$ cat config.mk
export PLATFORM = sky130hd
export DESIGN_NAME = mmfn_ctrl
export DESIGN_NICKNAME = d
export VERILOG_FILES = /design/src/rtl/mmfn_pkg.sv /design/src/rtl/mmfn_ctrl.sv
export SDC_FILE = /design/constraint.sdc
export NUM_CORES = 1
export LEC_CHECK = 0
export ABC_AREA = 0
export BUFFER_PORTS_ARGS = -buffer_cell sky130_fd_sc_hd__buf_2
export CORE_UTILIZATION = 35
export CTS_CLUSTER_DIAMETER = 200
export DETAILED_ROUTE_END_ITERATION = 7
export PLACE_DENSITY_LB_ADDON = 0.1
export SLEW_MARGIN = 20
export SYNTH_ARGS = -nofsm -noshare
export SYNTH_HDL_FRONTEND = slang
export SYNTH_SLANG_ARGS = --single-unit
$ cat constraint.sdc
create_clock -name clk -period 2.3 [get_ports clk]
set_input_delay 0.345 -clock clk [delete_from_list [all_inputs] [get_ports clk]]
set_output_delay 0.345 -clock clk [all_outputs]
set_load 0.05 [all_outputs]
$ cat src/rtl/mmfn_pkg.sv
package mmfn_pkg;

    localparam int DATA_W     = 32;
    localparam int INDEX_W    = 6;
    localparam int PADDR_W    = 3;
    localparam int DIV_STEPS  = 32;
    localparam int DIV_CNT_W  = $clog2(DIV_STEPS);

    localparam logic OP_OBSERVE   = 1'b0;
    localparam logic OP_NORMALIZE = 1'b1;

    localparam logic REG_LO_LIMIT = 1'b0;
    localparam logic REG_HI_LIMIT = 1'b1;

    localparam logic signed [DATA_W-1:0] LO_LIMIT_RESET = 32'sd0;
    localparam logic signed [DATA_W-1:0] HI_LIMIT_RESET = 32'sd65536;

    localparam logic signed [DATA_W-1:0] MIN_RESET = 32'sh7FFF_FFFF;
    localparam logic signed [DATA_W-1:0] MAX_RESET = 32'sh8000_0000;

    typedef struct packed {
        logic                     op;
        logic [INDEX_W-1:0]       elem_index;
        logic signed [DATA_W-1:0] sample;
        logic                     batch_first;
    } req_item_t;

    typedef struct packed {
        logic signed [DATA_W-1:0] scaled;
        logic [INDEX_W-1:0]       out_index;
        logic                     degenerate;
    } rsp_item_t;

    typedef struct packed {
        logic clear_step;
        logic load_item;
        logic obs_write;
        logic eval;
        logic mul;
        logic div_step;
        logic out_load;
    } dp_cmd_t;

    typedef struct packed {
        logic is_norm;
        logic degen;
        logic clear_last;
    } dp_status_t;

endpackage

$ cat src/rtl/mmfn_ctrl.sv
module mmfn_ctrl
    import mmfn_pkg::*;
(
    input  logic       clk,
    input  logic       rst_n,
    input  logic       req_valid,
    output logic       req_ready,
    output logic       rsp_valid,
    input  logic       rsp_ready,
    input  dp_status_t status,
    output dp_cmd_t    cmd
);

    typedef enum logic [5:0] {
        S_CLEAR = 6'b000001,
        S_IDLE  = 6'b000010,
        S_EVAL  = 6'b000100,
        S_MUL   = 6'b001000,
        S_DIV   = 6'b010000,
        S_FIN   = 6'b100000
    } state_t;

    state_t               state_reg;
    state_t               state_next;
    logic [DIV_CNT_W-1:0] div_cnt_reg;
    logic [DIV_CNT_W-1:0] div_cnt_next;
    logic                 rsp_valid_reg;
    logic                 rsp_valid_next;

    always_comb
    begin
        state_next   = state_reg;
        div_cnt_next = div_cnt_reg;
        cmd          = '0;
        req_ready    = 1'b0;
        unique case (state_reg)
            S_CLEAR:
            begin
                cmd.clear_step = 1'b1;
                if (status.clear_last)
                begin
                    state_next = S_IDLE;
                end
            end
            S_IDLE:
            begin
                req_ready = 1'b1;
                if (req_valid)
                begin
                    cmd.load_item = 1'b1;
                    state_next    = S_EVAL;
                end
            end
            S_EVAL:
            begin
                if (!status.is_norm)
                begin
                    cmd.obs_write = 1'b1;
                    state_next    = S_IDLE;
                end
                else
                begin
                    cmd.eval   = 1'b1;
                    state_next = status.degen ? S_FIN : S_MUL;
                end
            end
            S_MUL:
            begin
                cmd.mul      = 1'b1;
                div_cnt_next = '0;
                state_next   = S_DIV;
            end
            S_DIV:
            begin
                cmd.div_step = 1'b1;
                div_cnt_next = div_cnt_reg + 1'b1;
                if (div_cnt_reg == DIV_CNT_W'(DIV_STEPS - 1))
                begin
                    state_next = S_FIN;
                end
            end
            S_FIN:
            begin
                if (!rsp_valid_reg || rsp_ready)
                begin
                    cmd.out_load = 1'b1;
                    state_next   = S_IDLE;
                end
            end
            default:
            begin
                state_next = S_IDLE;
            end
        endcase
    end

    always_comb
    begin
        rsp_valid_next = rsp_valid_reg;
        if (cmd.out_load)
        begin
            rsp_valid_next = 1'b1;
        end
        else if (rsp_ready)
        begin
            rsp_valid_next = 1'b0;
        end
    end

    always_ff @(posedge clk or negedge rst_n)
    begin
        if (!rst_n)
        begin
            state_reg     <= S_CLEAR;
            div_cnt_reg   <= '0;
            rsp_valid_reg <= 1'b0;
        end
        else
        begin
            state_reg     <= state_next;
            div_cnt_reg   <= div_cnt_next;
            rsp_valid_reg <= rsp_valid_next;
        end
    end

    assign rsp_valid = rsp_valid_reg;

endmodule

==> results.toml <==
[floorplanning]
fp.dieH_um = 46.1
initial_core_util_pct = 38.5
ios = 16
core.rowCount = 15
die-width_um = 46.1
core_mm2 = 0.00176
die-area_mm2 = 0.00212

[yosys]
syn-mean-instance-area_um2 = 10.1
synth_warnings = 0
synth_edf_count = 0
async_reset_ff_share_pct = 100
netlist_area_um2 = 679
dominantRegCellSynth = "dfrtp_1"
syn_nets = 76
netlist_instances = 67
ys_ff_latch = 12
yosysUniqueCellTypes = 32
yosysSeqAreaShare_pct = 44.4

[final_layout]
area_growth_pct = 20.4
largest_register_ffs = 6
nets = 95
diodes = 0
multi_input_area_um2 = 357
fillers = 194
final_area_um2 = 818
regArea_um2 = 302
drive_gt1_share_pct = 30.6

[worst_setup_path]
r2r_end = "state_reg[1]$_DFFE_PN0P_"
reg2reg_from = "state_reg[0]$_DFFE_PN1P_"
crit_end = "cmd[5]"
path_class = "reg2out"
crit_start = "state_reg[5]$_DFFE_PN0P_"
r2r_cells = 4
worstSetupEndpointType = "output port"
r2r_slack_ns = 0.34
critPathArrivalTime_ns = 1.85
cp.required_ns = 1.96
crit_fanout = 7
startpoint_type = "flip-flop"

[power]
p_per_area_mw_per_mm2 = 829
p_sw_w = 0.000268
p_clk_share_pct = 20.6
swShare_pct = 39.5
p_leak_nw = 0.418
total_power_w = 0.000678
sequentialPowerShare_pct = 41.2
internal_power_w = 0.000410
vdd_drop_max_v = 0.000444
pwr-share-comb_pct = 38.1

[detailed_routing]
first_pass_iters = 5
num_vias = 542
postRouteAntennaNets = 0
drt-total-wl_um = 1280
vias_per_cell = 4.93
drc_errors = 0
dr.first_iter.drc_count = 6
wl_per_cell_um = 11.7

[place]
place.gp.congestion = 0.703
io_buffers = 15
placed_area_um2 = 776
hpwl_um = 952

[sta]
hold_viol = 0
finalSetupViolCount = 0
skew_ns = 0.00364
period_share_pct = 95.6
slew-limit-headroom_pct = 66.6
worst_pin_slew_ns = 0.488
clock.fmax_ghz = 0.455
slew_viol_final = 0
period_minus_slack_ns = 2.20
grt_setup_unrepaired = "no"

[min_path]
min_path_type = "in2reg"

[grt]
grt_max_degree = 13
grt_pass1_wl_um = 2160
grt_pass1_vias = 473
gr-total-overflow = 0
track_usage_pct = 15.1
antenna_found_initial = 0

[cts]
cts_tree = "yes"
cts_made_buffers = 3
clock_latency_ns = 0.27
postCtsSetupBuffers = 0
htree_num_levels = 1
cts_root_buf = "clkbuf_4"
clkSinkCount = 12
clockBufferDepth = 2
cts.clk_slew.worst_paths_ns = 0.08

[outcome]
status = "complete, no violations"

[run]
maxCapViolations = 0
-- final cells by class --
class | count | area share (%)
well taps | 25 | 3.82
repair buffers | 17 | 11.6
clock buffers | 4 | 3.21
flip-flops and latches | 12 | 36.9
multi-input cells | 50 | 43.6
inverters | 2 | 0.917
-- Yosys cell counts (2+ instances only) --
library cell | count | area share, %
dfrtp_1 | 11 | 41
nor2_1 | 6 | 3.3
nand2_1 | 5 | 2.8
nor4_1 | 4 | 3.7
nor4b_1 | 3 | 3.9
o21ai_0 | 3 | 2.2
a22o_1 | 2 | 2.6
and2_1 | 2 | 1.8
and2b_1 | 2 | 2.2
buf_6 | 2 | 3.3
ha_1 | 2 | 3.7
inv_1 | 2 | 1.1
nand3b_1 | 2 | 2.2
nor3b_2 | 2 | 3.7
or4_1 | 2 | 2.2
-- stage by stage --
stage | utilization, % | instances | hold slack (ns) | worst slack (ns) | setup TNS, ns
after floorplan | - | 67 | 0.0494 | -0.122 | -0.122
after global routing | 46.4 | 110 | 0.240 | 0.0115 | 0
after CTS | 46.2 | 110 | 0.232 | 0.0486 | 0
final | 46.4 | 110 | 0.239 | 0.102 | 0
after detailed placement | 44.0 | 105 | 0.245 | 0.299 | 0
after global placement | 44.0 | 105 | 0.255 | 0.324 | 0
-- how the worst min path moves through the flow --
| stage | startpoint | to | slack [ns] | cells after the start |
|---|---|---|---|---|
| after floorplan | rst_n | div_cnt_reg[0]$_DFFE_PN0P_ | 0.05 | 0 |
| after global placement | rst_n | state_reg[2]$_DFFE_PN0P_ | 0.25 | 1 |
| after detailed placement | rst_n | div_cnt_reg[0]$_DFFE_PN0P_ | 0.24 | 1 |
| after CTS | status[1] | state_reg[3]$_DFFE_PN0P_ | 0.23 | 2 |
| after global routing | status[1] | state_reg[3]$_DFFE_PN0P_ | 0.24 | 2 |
| final | status[1] | state_reg[3]$_DFFE_PN0P_ | 0.24 | 2 |
-- kinds of logic after synthesis --
logic type / after synthesis / share of synthesized area [%]
fa+ha+maj: 2 / 3.68
flops: 12 / 44.4
compound gates: 10 / 10.5
simple gates: 36 / 33.3
xor+xnor: 2 / 2.58
buf+inv: 5 / 5.53
-- power by group through the flow --
stage / logic, W / clock network, W / registers, W
detailed placement: 0.000250 / 0 / 0.000283
floorplan: 0.000258 / 0 / 0.000253
finish: 0.000259 / 0.000140 / 0.000279
global placement: 0.000250 / 0 / 0.000284
CTS: 0.000255 / 0.000145 / 0.000279
global route: 0.000280 / 0.000155 / 0.000285
-- placed cells by master (no fill, tap or decap), types with 3 or more instances in the layout --
master | synthesis | routed
buf_2 | 0 | 14
dfrtp_1 | 11 | 11
nor2_1 | 6 | 6
nand2_1 | 5 | 5
nor4_1 | 4 | 3
nor4b_1 | 3 | 3
o21ai_0 | 3 | 3
clkbuf_4 | 0 | 3
-- timing repair --
action	in CTS	in global routing
endpoints found under the setup margin	1	1
endpoints found under the hold margin	11	0
resized for setup	1	1
hold buffers	1	0
-- critical path, cell delays in order (launching register included) --
cell     delay (ns)
dfrtp_1        0.45
or4_4          0.58
nor3b_4        0.21
and2_1         0.14
buf_4          0.19
-- per-layer routing --
metal,track usage (%),part of all wire [%],vias to the layer above
li1,-,-,279
met1,21.7,51,245
met2,20.3,42,14
met3,2.35,4.6,4
met4,10.6,2.7,0
met5,0,0,-
Power figures use the tool's default switching activity.
