--- config.mk ---
export PLATFORM = sky130hd
export DESIGN_NAME = mmfn_regs
export DESIGN_NICKNAME = d
export VERILOG_FILES = /design/src/rtl/mmfn_pkg.sv /design/src/rtl/mmfn_regs.sv
export SDC_FILE = /design/constraint.sdc
export NUM_CORES = 1
export LEC_CHECK = 0
export BUFFER_PORTS_ARGS = -buffer_cell sky130_fd_sc_hd__buf_2
export CORE_ASPECT_RATIO = 1.1
export CORE_MARGIN = 2
export CORE_UTILIZATION = 52
export CTS_BUF_LIST = sky130_fd_sc_hd__clkbuf_8
export DETAILED_ROUTE_END_ITERATION = 10
export PLACE_DENSITY_LB_ADDON = 0.05
export RECOVER_POWER = 25
export SLEW_MARGIN = 15
export SYNTH_ARGS = -nofsm -noshare
export SYNTH_HDL_FRONTEND = slang
export SYNTH_SLANG_ARGS = --single-unit
--- constraint.sdc ---
create_clock -name clk -period 1.55 [get_ports clk]
set_clock_uncertainty 0.1 [all_clocks]
set_input_delay 0.155 -clock clk [delete_from_list [all_inputs] [get_ports clk]]
set_output_delay 0.155 -clock clk [all_outputs]
set_load 0.05 [all_outputs]
--- src/rtl/mmfn_pkg.sv ---
package mmfn_pkg;

    localparam int DATA_W     = 32;
    localparam int INDEX_W    = 6;
    localparam int PADDR_W    = 3;
    localparam int DIV_STEPS  = 32;
    localparam int DIV_CNT_W  = $clog2(DIV_STEPS);

    localparam logic OP_OBSERVE   = 1'b0;
    localparam logic OP_NORMALIZE = 1'b1;

    localparam logic REG_LO_LIMIT = 1'b0;
    localparam logic REG_HI_LIMIT = 1'b1;

    localparam logic signed [DATA_W-1:0] LO_LIMIT_RESET = 32'sd0;
    localparam logic signed [DATA_W-1:0] HI_LIMIT_RESET = 32'sd65536;

    localparam logic signed [DATA_W-1:0] MIN_RESET = 32'sh7FFF_FFFF;
    localparam logic signed [DATA_W-1:0] MAX_RESET = 32'sh8000_0000;

    typedef struct packed {
        logic                     op;
        logic [INDEX_W-1:0]       elem_index;
        logic signed [DATA_W-1:0] sample;
        logic                     batch_first;
    } req_item_t;

    typedef struct packed {
        logic signed [DATA_W-1:0] scaled;
        logic [INDEX_W-1:0]       out_index;
        logic                     degenerate;
    } rsp_item_t;

    typedef struct packed {
        logic clear_step;
        logic load_item;
        logic obs_write;
        logic eval;
        logic mul;
        logic div_step;
        logic out_load;
    } dp_cmd_t;

    typedef struct packed {
        logic is_norm;
        logic degen;
        logic clear_last;
    } dp_status_t;

endpackage

--- src/rtl/mmfn_regs.sv ---
module mmfn_regs
    import mmfn_pkg::*;
(
    input  logic                     clk,
    input  logic                     rst_n,
    input  logic                     psel,
    input  logic                     penable,
    input  logic                     pwrite,
    input  logic [PADDR_W-1:0]       paddr,
    input  logic [DATA_W-1:0]        pwdata,
    output logic [DATA_W-1:0]        prdata,
    output logic                     pready,
    output logic signed [DATA_W-1:0] lo_limit,
    output logic signed [DATA_W-1:0] hi_limit
);

    logic signed [DATA_W-1:0] lo_limit_reg;
    logic signed [DATA_W-1:0] hi_limit_reg;
    logic                     reg_sel;
    logic                     wr_en;

    assign reg_sel = paddr[2];
    assign pready  = 1'b1;
    assign wr_en   = psel && penable && pwrite && pready;

    always_ff @(posedge clk or negedge rst_n)
    begin
        if (!rst_n)
        begin
            lo_limit_reg <= LO_LIMIT_RESET;
            hi_limit_reg <= HI_LIMIT_RESET;
        end
        else if (wr_en)
        begin
            unique case (reg_sel)
                REG_LO_LIMIT: lo_limit_reg <= signed'(pwdata);
                REG_HI_LIMIT: hi_limit_reg <= signed'(pwdata);
            endcase
        end
    end

    always_comb
    begin
        unique case (reg_sel)
            REG_LO_LIMIT: prdata = lo_limit_reg;
            REG_HI_LIMIT: prdata = hi_limit_reg;
        endcase
    end

    assign lo_limit = lo_limit_reg;
    assign hi_limit = hi_limit_reg;

endmodule

==> impl_metrics.tcl, run 1 <==
set metrics [dict create \
    fin_crit_sh_pct 96.0 \
    clk_path_buf_depth 2 \
    ys_types 11 \
    ir_worst_vdd_v 0.00112 \
    synth_top_area_share_pct 54.1 \
    hold_depth 4 \
    globalplace.congestion 0.722 \
    netlist_top_cells_area "dfrtp_1, mux2_2, mux2_4, buf_2, buf_6" \
    diodes 0 \
    max_freq_mhz 672 \
    grt_usage_pct 21.5 \
    hpwl_um 4140 \
    syn_inst 174 \
    synth_nets 214 \
    ant_nets 0 \
    status "completed" \
    r2r_setup_slack_ps 630 \
    area_delta_synth_final_pct 44.9 \
    drc 0 \
    final_layout_size_suffix_gt1_share_pct 71.9 \
    synthTopCellsByCount "mux2_2, dfrtp_1, mux2_4" \
    initial_utilization_pct 54.0 \
    wl_per_cell_um 15.0 \
    finalWirelength_um 6430 \
    hold_end "hi_limit[22]" \
    vias 2078 \
    endpoint_kind "output pin" \
    h-tree-depth 3 \
    r2r-end "hi_limit[6]" \
    yosys_warnings 0 \
    critPathKind "reg -> out" \
    grt_pass1_wl_um 9780 \
    maxCapViolations 0 \
    hp-start "penable" \
    port_buffers 133 \
    min_period_ps 1490 \
    synth_edf_count 0 \
    pin_count 137 \
    total_power_mw 7.30 \
    multi_input_area_mm2 0.00123 \
    yosys_most_used_dff "dfrtp_1" \
    clk_latency_ps 330 \
    ys_seq_area_share_pct 55.0 \
    synthArstFlopShare_pct 100 \
    powerDensity_mw_per_mm2 1730 \
    tritoncts "done" \
    cts_buffers 9 \
    num_rows 28 \
    n_fill_cell 372 \
    die_w_um 75.4 \
    coreArea_mm2 0.00540 \
    clk_pin_slew_ps 70 \
    finalHoldViolations 0 \
    rsz0062_at_grt "false" \
    power.leakage_nw 2.20 \
    cts_sinks 64 \
    min_path_type "in -> reg" \
    seq_area_mm2 0.00160 \
    ys_ff_latch 64 \
    grt_max_degree 65 \
    critPathArrivalTime_ps 1230 \
    yosysMostFrequentCell "mux2_2" \
    first_global_vias 2061 \
    syn_area_mm2 0.00291 \
    utilization_pct 78.2 \
    dieArea_mm2 0.00622 \
    first_pass_iters 4 \
    tightest_slew_ps 852 \
    die_h_um 82.5 \
    viasPerCell 4.87 \
    drt_iter0_markers 54 \
    reg2reg_from "hi_limit[6]" \
    antenna_found_initial 0 \
    path_max_fanout 3 \
    cts-root-buf "clkbuf_8" \
    slew-limit-headroom_pct 43.2 \
    fin_tns_setup_ps 0 \
    synth_top_cell_by_area "dfrtp_1" \
    postSynthAreaPerCell_um2 16.7 \
    start_kind "flip-flop" \
    slew_viol_final 0 \
    crit_required_ps 1290 \
    nets 387 \
    overflow 0 \
    setup_viol 0 \
    rr_worst_depth 1 \
]
power breakdown:
part	leakage (nW)	internal [mW]	total, mW	switching [mW]
Clock	0.108	0.795	1.40	0.606
Sequential	0.767	2.05	2.32	0.275
Combinational	1.33	1.02	3.57	2.55
Total	2.20	3.86	7.30	3.43
cells in the final DEF (no fill, tap or decap):
| cell type | n |
|---|---|
| nand4b_4 | 1 |
| buf_4 | 3 |
| mux2_4 | 30 |
| mux2_2 | 64 |
| buf_12 | 3 |
| mux2_1 | 2 |
| clkbuf_4 | 2 |
| dfrtp_1 | 63 |
| clkinv_2 | 2 |
| dlygate4sd3_1 | 33 |
| buf_2 | 132 |
| clkbuf_8 | 14 |
| nand4_2 | 1 |
| conb_1 | 1 |
| dfstp_2 | 1 |
layer usage:
metal / global-route usage, % / wire length [um]
met3: 5.46 / 404
met2: 34.9 / 3160
met4: 10.4 / 128
met5: 0 / 0
met1: 26.6 / 2730
logic make-up (layout without fill, tap and decap cells):
| group | after synthesis | count (layout) | share of synthesized area, % |
|---|---|---|---|
| AND/OR/NAND/NOR | 2 | 2 | 1.25 |
| multiplexers | 96 | 96 | 41.0 |
| flip-flops | 64 | 64 | 55.0 |
| other | 1 | 1 | 0.129 |
| buffers and inverters | 11 | 189 | 2.62 |
final cells by class:
type,count,area share [%]
Sequential cell,64,38.0
Multi-Input combinational cell,99,29.2
Timing Repair Buffer,173,25.8
Clock buffer,14,4.56
Tap cell,75,2.22
Clock inverter,2,0.237
critical path, stage by stage (launching register included):
cell and delay (ps):
dfstp_2 540, mux2_2 140, clkbuf_4 220
stage by stage:
step / setup WS (ps) / cell area [um2] / hold slack [ps] / std cells
CTS: 14.9 / 4230 / 268 / 427
global route: 18.5 / 4220 / 329 / 427
finish: 62.4 / 4220 / 323 / 427
floorplan: 242 / 2910 / -241 / 174
detailed placement: 221 / 3700 / 92.8 / 378
global placement: 231 / 3700 / 94.3 / 378
worst max path at each step:
stage / start / to / slack [ps] / cells after the start
6_report: hi_limit[16] / prdata[16] / 60 / 2
5_1_grt: hi_limit[16] / prdata[16] / 20 / 2
4_1_cts: hi_limit[16] / prdata[16] / 10 / 2
3_5_place_dp: paddr[2] / prdata[9] / 220 / 4
3_3_place_gp: paddr[2] / lo_limit[26] / 230 / 4
2_1_floorplan: hi_limit[16] / prdata[16] / 240 / 1
timing repair:
| item | CTS | global route |
|---|---|---|
| setup endpoints to repair | 0 | 1 |
| resized for setup | 0 | 1 |
| hold buffers | 33 | 0 |
| hold endpoints to repair | 127 | 0 |
| setup buffers | 0 | 0 |
Note: power is estimated with default switching activity, not from simulation.
==> run 2: changes to the inputs <==
--- a/config.mk
+++ b/config.mk
@@ -7,8 +7,8 @@
 export LEC_CHECK = 0
 export BUFFER_PORTS_ARGS = -buffer_cell sky130_fd_sc_hd__buf_2
 export CORE_ASPECT_RATIO = 1.1
-export CORE_MARGIN = 2
-export CORE_UTILIZATION = 52
+export CORE_MARGIN = 4
+export CORE_UTILIZATION = 43
 export CTS_BUF_LIST = sky130_fd_sc_hd__clkbuf_8
 export DETAILED_ROUTE_END_ITERATION = 10
 export PLACE_DENSITY_LB_ADDON = 0.05
==> constraint.sdc (replaced) <==
create_clock -name clk -period 1.3 [get_ports clk]
set_clock_uncertainty 0.1 [all_clocks]
set_input_delay 0.13 -clock clk [delete_from_list [all_inputs] [get_ports clk]]
set_output_delay 0.13 -clock clk [all_outputs]
set_load 0.02 [all_outputs]
==> impl_metrics.tcl, run 2 (synthesized netlist as in run 1, its figures left out) <==
set metrics [dict create \
    initial_utilization_pct 44.2 \
    dieArea_mm2 0.00816 \
    die_h_um 94.3 \
    n_fill_cell 442 \
    final_common_cell "buf_2" \
    drt_iter0_markers 53 \
    start_kind "flip-flop" \
    setup_viol 32 \
    h-tree-depth 3 \
    first_global_vias 2467 \
    hold_depth 3 \
    drc 0 \
    utilization_pct 75.1 \
    fin_crit_sh_pct 108 \
    antenna_found_initial 0 \
    powerDensity_mw_per_mm2 1700 \
    first_pass_iters 4 \
    min_period_ps 1400 \
    finalWirelength_um 8000 \
    reg2reg_from "hi_limit[5]" \
    holdWs_ps 202 \
    clk_pin_slew_ps 80 \
    viasPerCell 4.74 \
    clk_latency_ps 340 \
    grt_usage_pct 19.7 \
    status "finished with violations" \
    grt_max_degree 65 \
    timing.final.ws_setup_ps -101 \
    startpoint "lo_limit[27]" \
    violations "setup timing" \
    rsz0062_at_grt "true" \
    vias 2300 \
    die_w_um 86.5 \
    cts-root-buf "clkbuf_8" \
    ir_worst_vdd_v 0.00112 \
    hp-start "penable" \
    crit_required_ps 1070 \
    rr_worst_depth 2 \
    cts_sinks 64 \
    path_max_fanout 3 \
    r2r_setup_slack_ps 290 \
    finalHoldViolations 0 \
    tritoncts "done" \
    endpoint_kind "output pin" \
    hpwl_um 4630 \
    num_rows 31 \
    final_layout_size_suffix_gt1_share_pct 75.4 \
    r2r-end "hi_limit[5]" \
    tightest_slew_ps 594 \
    ant_nets 0 \
    wl_per_cell_um 16.5 \
    max_freq_mhz 714 \
    nets 438 \
    globalplace.congestion 0.697 \
    grt_pass1_wl_um 12300 \
    diodes 0 \
    clk_path_buf_depth 2 \
    slew-limit-headroom_pct 60.4 \
    mostFrequentLayoutCells "buf_2, dfrtp_1, buf_4" \
    cts_buffers 9 \
    critPathKind "reg -> out" \
    area_delta_synth_final_pct 70.0 \
    maxCapViolations 0 \
    hold_end "lo_limit[26]" \
    coreArea_mm2 0.00659 \
    place_ws_ps -14.8 \
    power.leakage_nw 2.61 \
    min_path_type "in -> reg" \
    pin_count 137 \
    overflow 0 \
    slew_viol_final 0 \
    port_buffers 133 \
    fin_tns_setup_ps -2310 \
    critPathArrivalTime_ps 1170 \
]
## run 2: cell count changes in the layout (fill, tap and decap cells not counted), sizes merged
cell	before	now
buf	138	191
clkbuf	16	10
bufinv	0	2
inv	0	1
clkinv	2	3
## run 2: metrics by stage
stage | area [um2] | cells | power, mW
CTS | 4860 | 480 | 8.29
global route | 4950 | 485 | 8.84
detailed placement | 3740 | 388 | 5.39
finish | 4950 | 485 | 8.42
global placement | 3740 | 388 | 5.35
floorplan | 2910 | 174 | 4.44
## run 2: routing by layer
layer | global-route usage [%] | wire [um] | up-vias
met1 | 26.2 | 3460 | 1125
li1 | - | - | 1076
met5 | 0 | 0 | -
met4 | 8.18 | 106 | 0
met3 | 3.33 | 493 | 9
met2 | 31.7 | 3950 | 90
## run 2: worst max path at each step
| stage | to | cells after the start |
|---|---|---|
| after detailed placement | lo_limit[20] | 4 |
| after CTS | prdata[21] | 2 |
| final | prdata[27] | 2 |
| after global routing | prdata[21] | 2 |
| after global placement | lo_limit[22] | 4 |
| after floorplan | lo_limit[0] | 4 |
## run 2: where the power goes
| part | switching, mW | internal (mW) | total, mW |
|---|---|---|---|
| logic | 1.72 | 2.02 | 3.73 |
| registers | 0.286 | 2.44 | 2.72 |
| clock network | 0.823 | 1.14 | 1.97 |
## run 2: area by class of cell
cell class	count	area, um2	share of cell area, %
Tap cell	82	103	2.07
Multi-Input combinational cell	99	1310	26.4
Clock buffer	10	138	2.78
Clock inverter	6	91.3	1.84
Sequential cell	64	1600	32.4
Timing Repair Buffer	224	1710	34.5
## run 2: worst max-delay path: stages (launching register included)
cell     delay (ps)
dfrtp_1         410
mux2_4          280
buf_6           130
## run 2: repair_timing
action                                  CTS  global route
buffers inserted                         43             5
resized for setup                        73            19
hold buffers                             33             0
hold endpoints to repair                128             0
endpoints found under the setup margin   32            34
==> run 3: changes to the inputs <==
--- a/config.mk
+++ b/config.mk
@@ -8,11 +8,12 @@
 export BUFFER_PORTS_ARGS = -buffer_cell sky130_fd_sc_hd__buf_2
 export CORE_ASPECT_RATIO = 1.1
 export CORE_MARGIN = 4
-export CORE_UTILIZATION = 43
+export CORE_UTILIZATION = 45
 export CTS_BUF_LIST = sky130_fd_sc_hd__clkbuf_8
 export DETAILED_ROUTE_END_ITERATION = 10
 export PLACE_DENSITY_LB_ADDON = 0.05
 export RECOVER_POWER = 25
+export REMOVE_ABC_BUFFERS = 1
 export SLEW_MARGIN = 15
 export SYNTH_ARGS = -nofsm -noshare
 export SYNTH_HDL_FRONTEND = slang
==> constraint.sdc (replaced) <==
create_clock -name clk -period 1.4 [get_ports clk]
set_clock_uncertainty 0.1 [all_clocks]
set_input_delay 0.14 -clock clk [delete_from_list [all_inputs] [get_ports clk]]
set_output_delay 0.14 -clock clk [all_outputs]
set_load 0.02 [all_outputs]
==> impl_metrics.tcl, run 3 (synthesized netlist as in run 1, its figures left out) <==
set metrics [dict create \
    area_delta_synth_final_pct 63.2 \
    setup_viol 1 \
    grt_pass1_wl_um 11200 \
    slew_viol_final 0 \
    endpoint "prdata[15]" \
    grt_usage_pct 18.3 \
    coreArea_mm2 0.00623 \
    max_freq_mhz 714 \
    hpwl_um 4750 \
    post-place-cells 384 \
    finalWirelength_um 7660 \
    slew-limit-headroom_pct 53.6 \
    viasPerCell 4.80 \
    timing.final.ws_setup_ps -1.35 \
    num_rows 30 \
    clk_path_buf_depth 2 \
    ir_worst_vdd_v 0.000972 \
    initial_utilization_pct 46.7 \
    maxCapViolations 0 \
    mostFrequentLayoutCells "buf_2, dfrtp_1, mux2_2" \
    antenna_found_initial 0 \
    tightest_slew_ps 695 \
    ant_nets 0 \
    endpoint_kind "output pin" \
    start_kind "flip-flop" \
    reg2reg_from "lo_limit[16]" \
    cpMaxStageDelayCell "dfrtp_1" \
    cts_buffers 9 \
    startpoint "lo_limit[15]" \
    crit_required_ps 1160 \
    h-tree-depth 3 \
    drc 0 \
    nets 415 \
    multi_input_area_mm2 0.00128 \
    violations "setup timing" \
    drt_iter0_markers 32 \
    die_w_um 84.7 \
    critPathMaxStageDelay_ps 400 \
    overflow 0 \
    final_common_cell "buf_2" \
    first_global_vias 2214 \
    rr_worst_depth 3 \
    finalHoldViolations 0 \
    diodes 0 \
    crit_chain "mux2_2, buf_6" \
    total_power_mw 7.57 \
    cts_sinks 64 \
    n_fill_cell 397 \
    first_pass_iters 3 \
    vias 2206 \
    critPathArrivalTime_ps 1160 \
    status "finished with violations" \
    rsz0062_at_grt "true" \
    clk_pin_slew_ps 60 \
    port_buffers 133 \
    r2r_setup_slack_ps 300 \
    power.leakage_nw 2.48 \
    grt_max_degree 31 \
    critPathKind "reg -> out" \
    die_h_um 92.4 \
    seq_area_mm2 0.00160 \
    cts-root-buf "clkbuf_8" \
    dieArea_mm2 0.00783 \
    r2r-end "lo_limit[16]" \
    min_period_ps 1400 \
    fin_cells 460 \
    place_ws_ps 100 \
    powerDensity_mw_per_mm2 1590 \
    clk_latency_ps 320 \
    fin_crit_sh_pct 100 \
    path_max_fanout 3 \
    pin_count 137 \
    min_path_type "in -> async" \
    tritoncts "done" \
    final_layout_size_suffix_gt1_share_pct 73.4 \
    wl_per_cell_um 16.6 \
    globalplace.congestion 0.693 \
]
## run 3: cell types whose count changed in the layout (fill, tap and decap cells not counted), sizes merged
cell	before	now
clkbuf	10	14
clkinv	3	0
buf	191	167
## run 3: final cells by class
class | instances | share of cell area (%)
clock buffers | 13 | 3.76
clock inverters | 3 | 1.34
multi-input cells | 99 | 27.0
flip-flops and latches | 64 | 33.7
well taps | 80 | 2.11
repair buffers | 201 | 32.1
## run 3: what timing repair did
action                     in CTS  in global routing
hold endpoints to repair      127                  0
setup buffers                  11                 16
gates resized for setup         7                 68
setup endpoints to repair      12                 32
hold buffers                   33                  0
pin swaps                       0                  0
## run 3: worst max-delay path, delay by kind of cell (launching register included)
| family | cells | cell delay (ps) |
|---|---|---|
| buffers and inverters | 1 | 140 |
| DFF | 1 | 400 |
| muxes | 1 | 300 |
## run 3: how the worst min path moves through the flow
stage / startpoint / depth (start not counted) / to / slack, ps
2_1_floorplan: rst_n / 0 / hi_limit[0] / -260
3_3_place_gp: rst_n / 1 / hi_limit[10] / -60
3_5_place_dp: rst_n / 1 / hi_limit[10] / -70
4_1_cts: rst_n / 2 / lo_limit[30] / 120
5_1_grt: rst_n / 2 / lo_limit[15] / 330
6_report: rst_n / 2 / lo_limit[30] / 290
## run 3: report_power, final
group          leakage (nW)  switching, mW  internal (mW)  total (mW)
registers             0.767          0.301           2.27        2.57
logic                  1.59           1.50           1.65        3.15
clock network         0.127          0.658           1.19        1.85
total                  2.48           2.46           5.11        7.57
## run 3: layer usage
layer / GRT usage, % / vias to the layer above / routed length [um]
li1: - / 1026 / -
met1: 23.7 / 1087 / 3180
met2: 30.0 / 80 / 3940
met3: 3.65 / 13 / 396
met4: 7.12 / 0 / 136
met5: 0 / - / 0
## run 3: through the flow
stage	util [%]	area, um2	hold WS, ps	setup TNS [ps]
2_1_floorplan	-	2840	-256	-2100
3_3_place_gp	60.0	3740	-64.2	0
3_5_place_dp	60.0	3740	-65.3	0
4_1_cts	70.8	4410	119	-8.66
5_1_grt	76.3	4750	331	-452
6_report	76.3	4750	286	-1.35
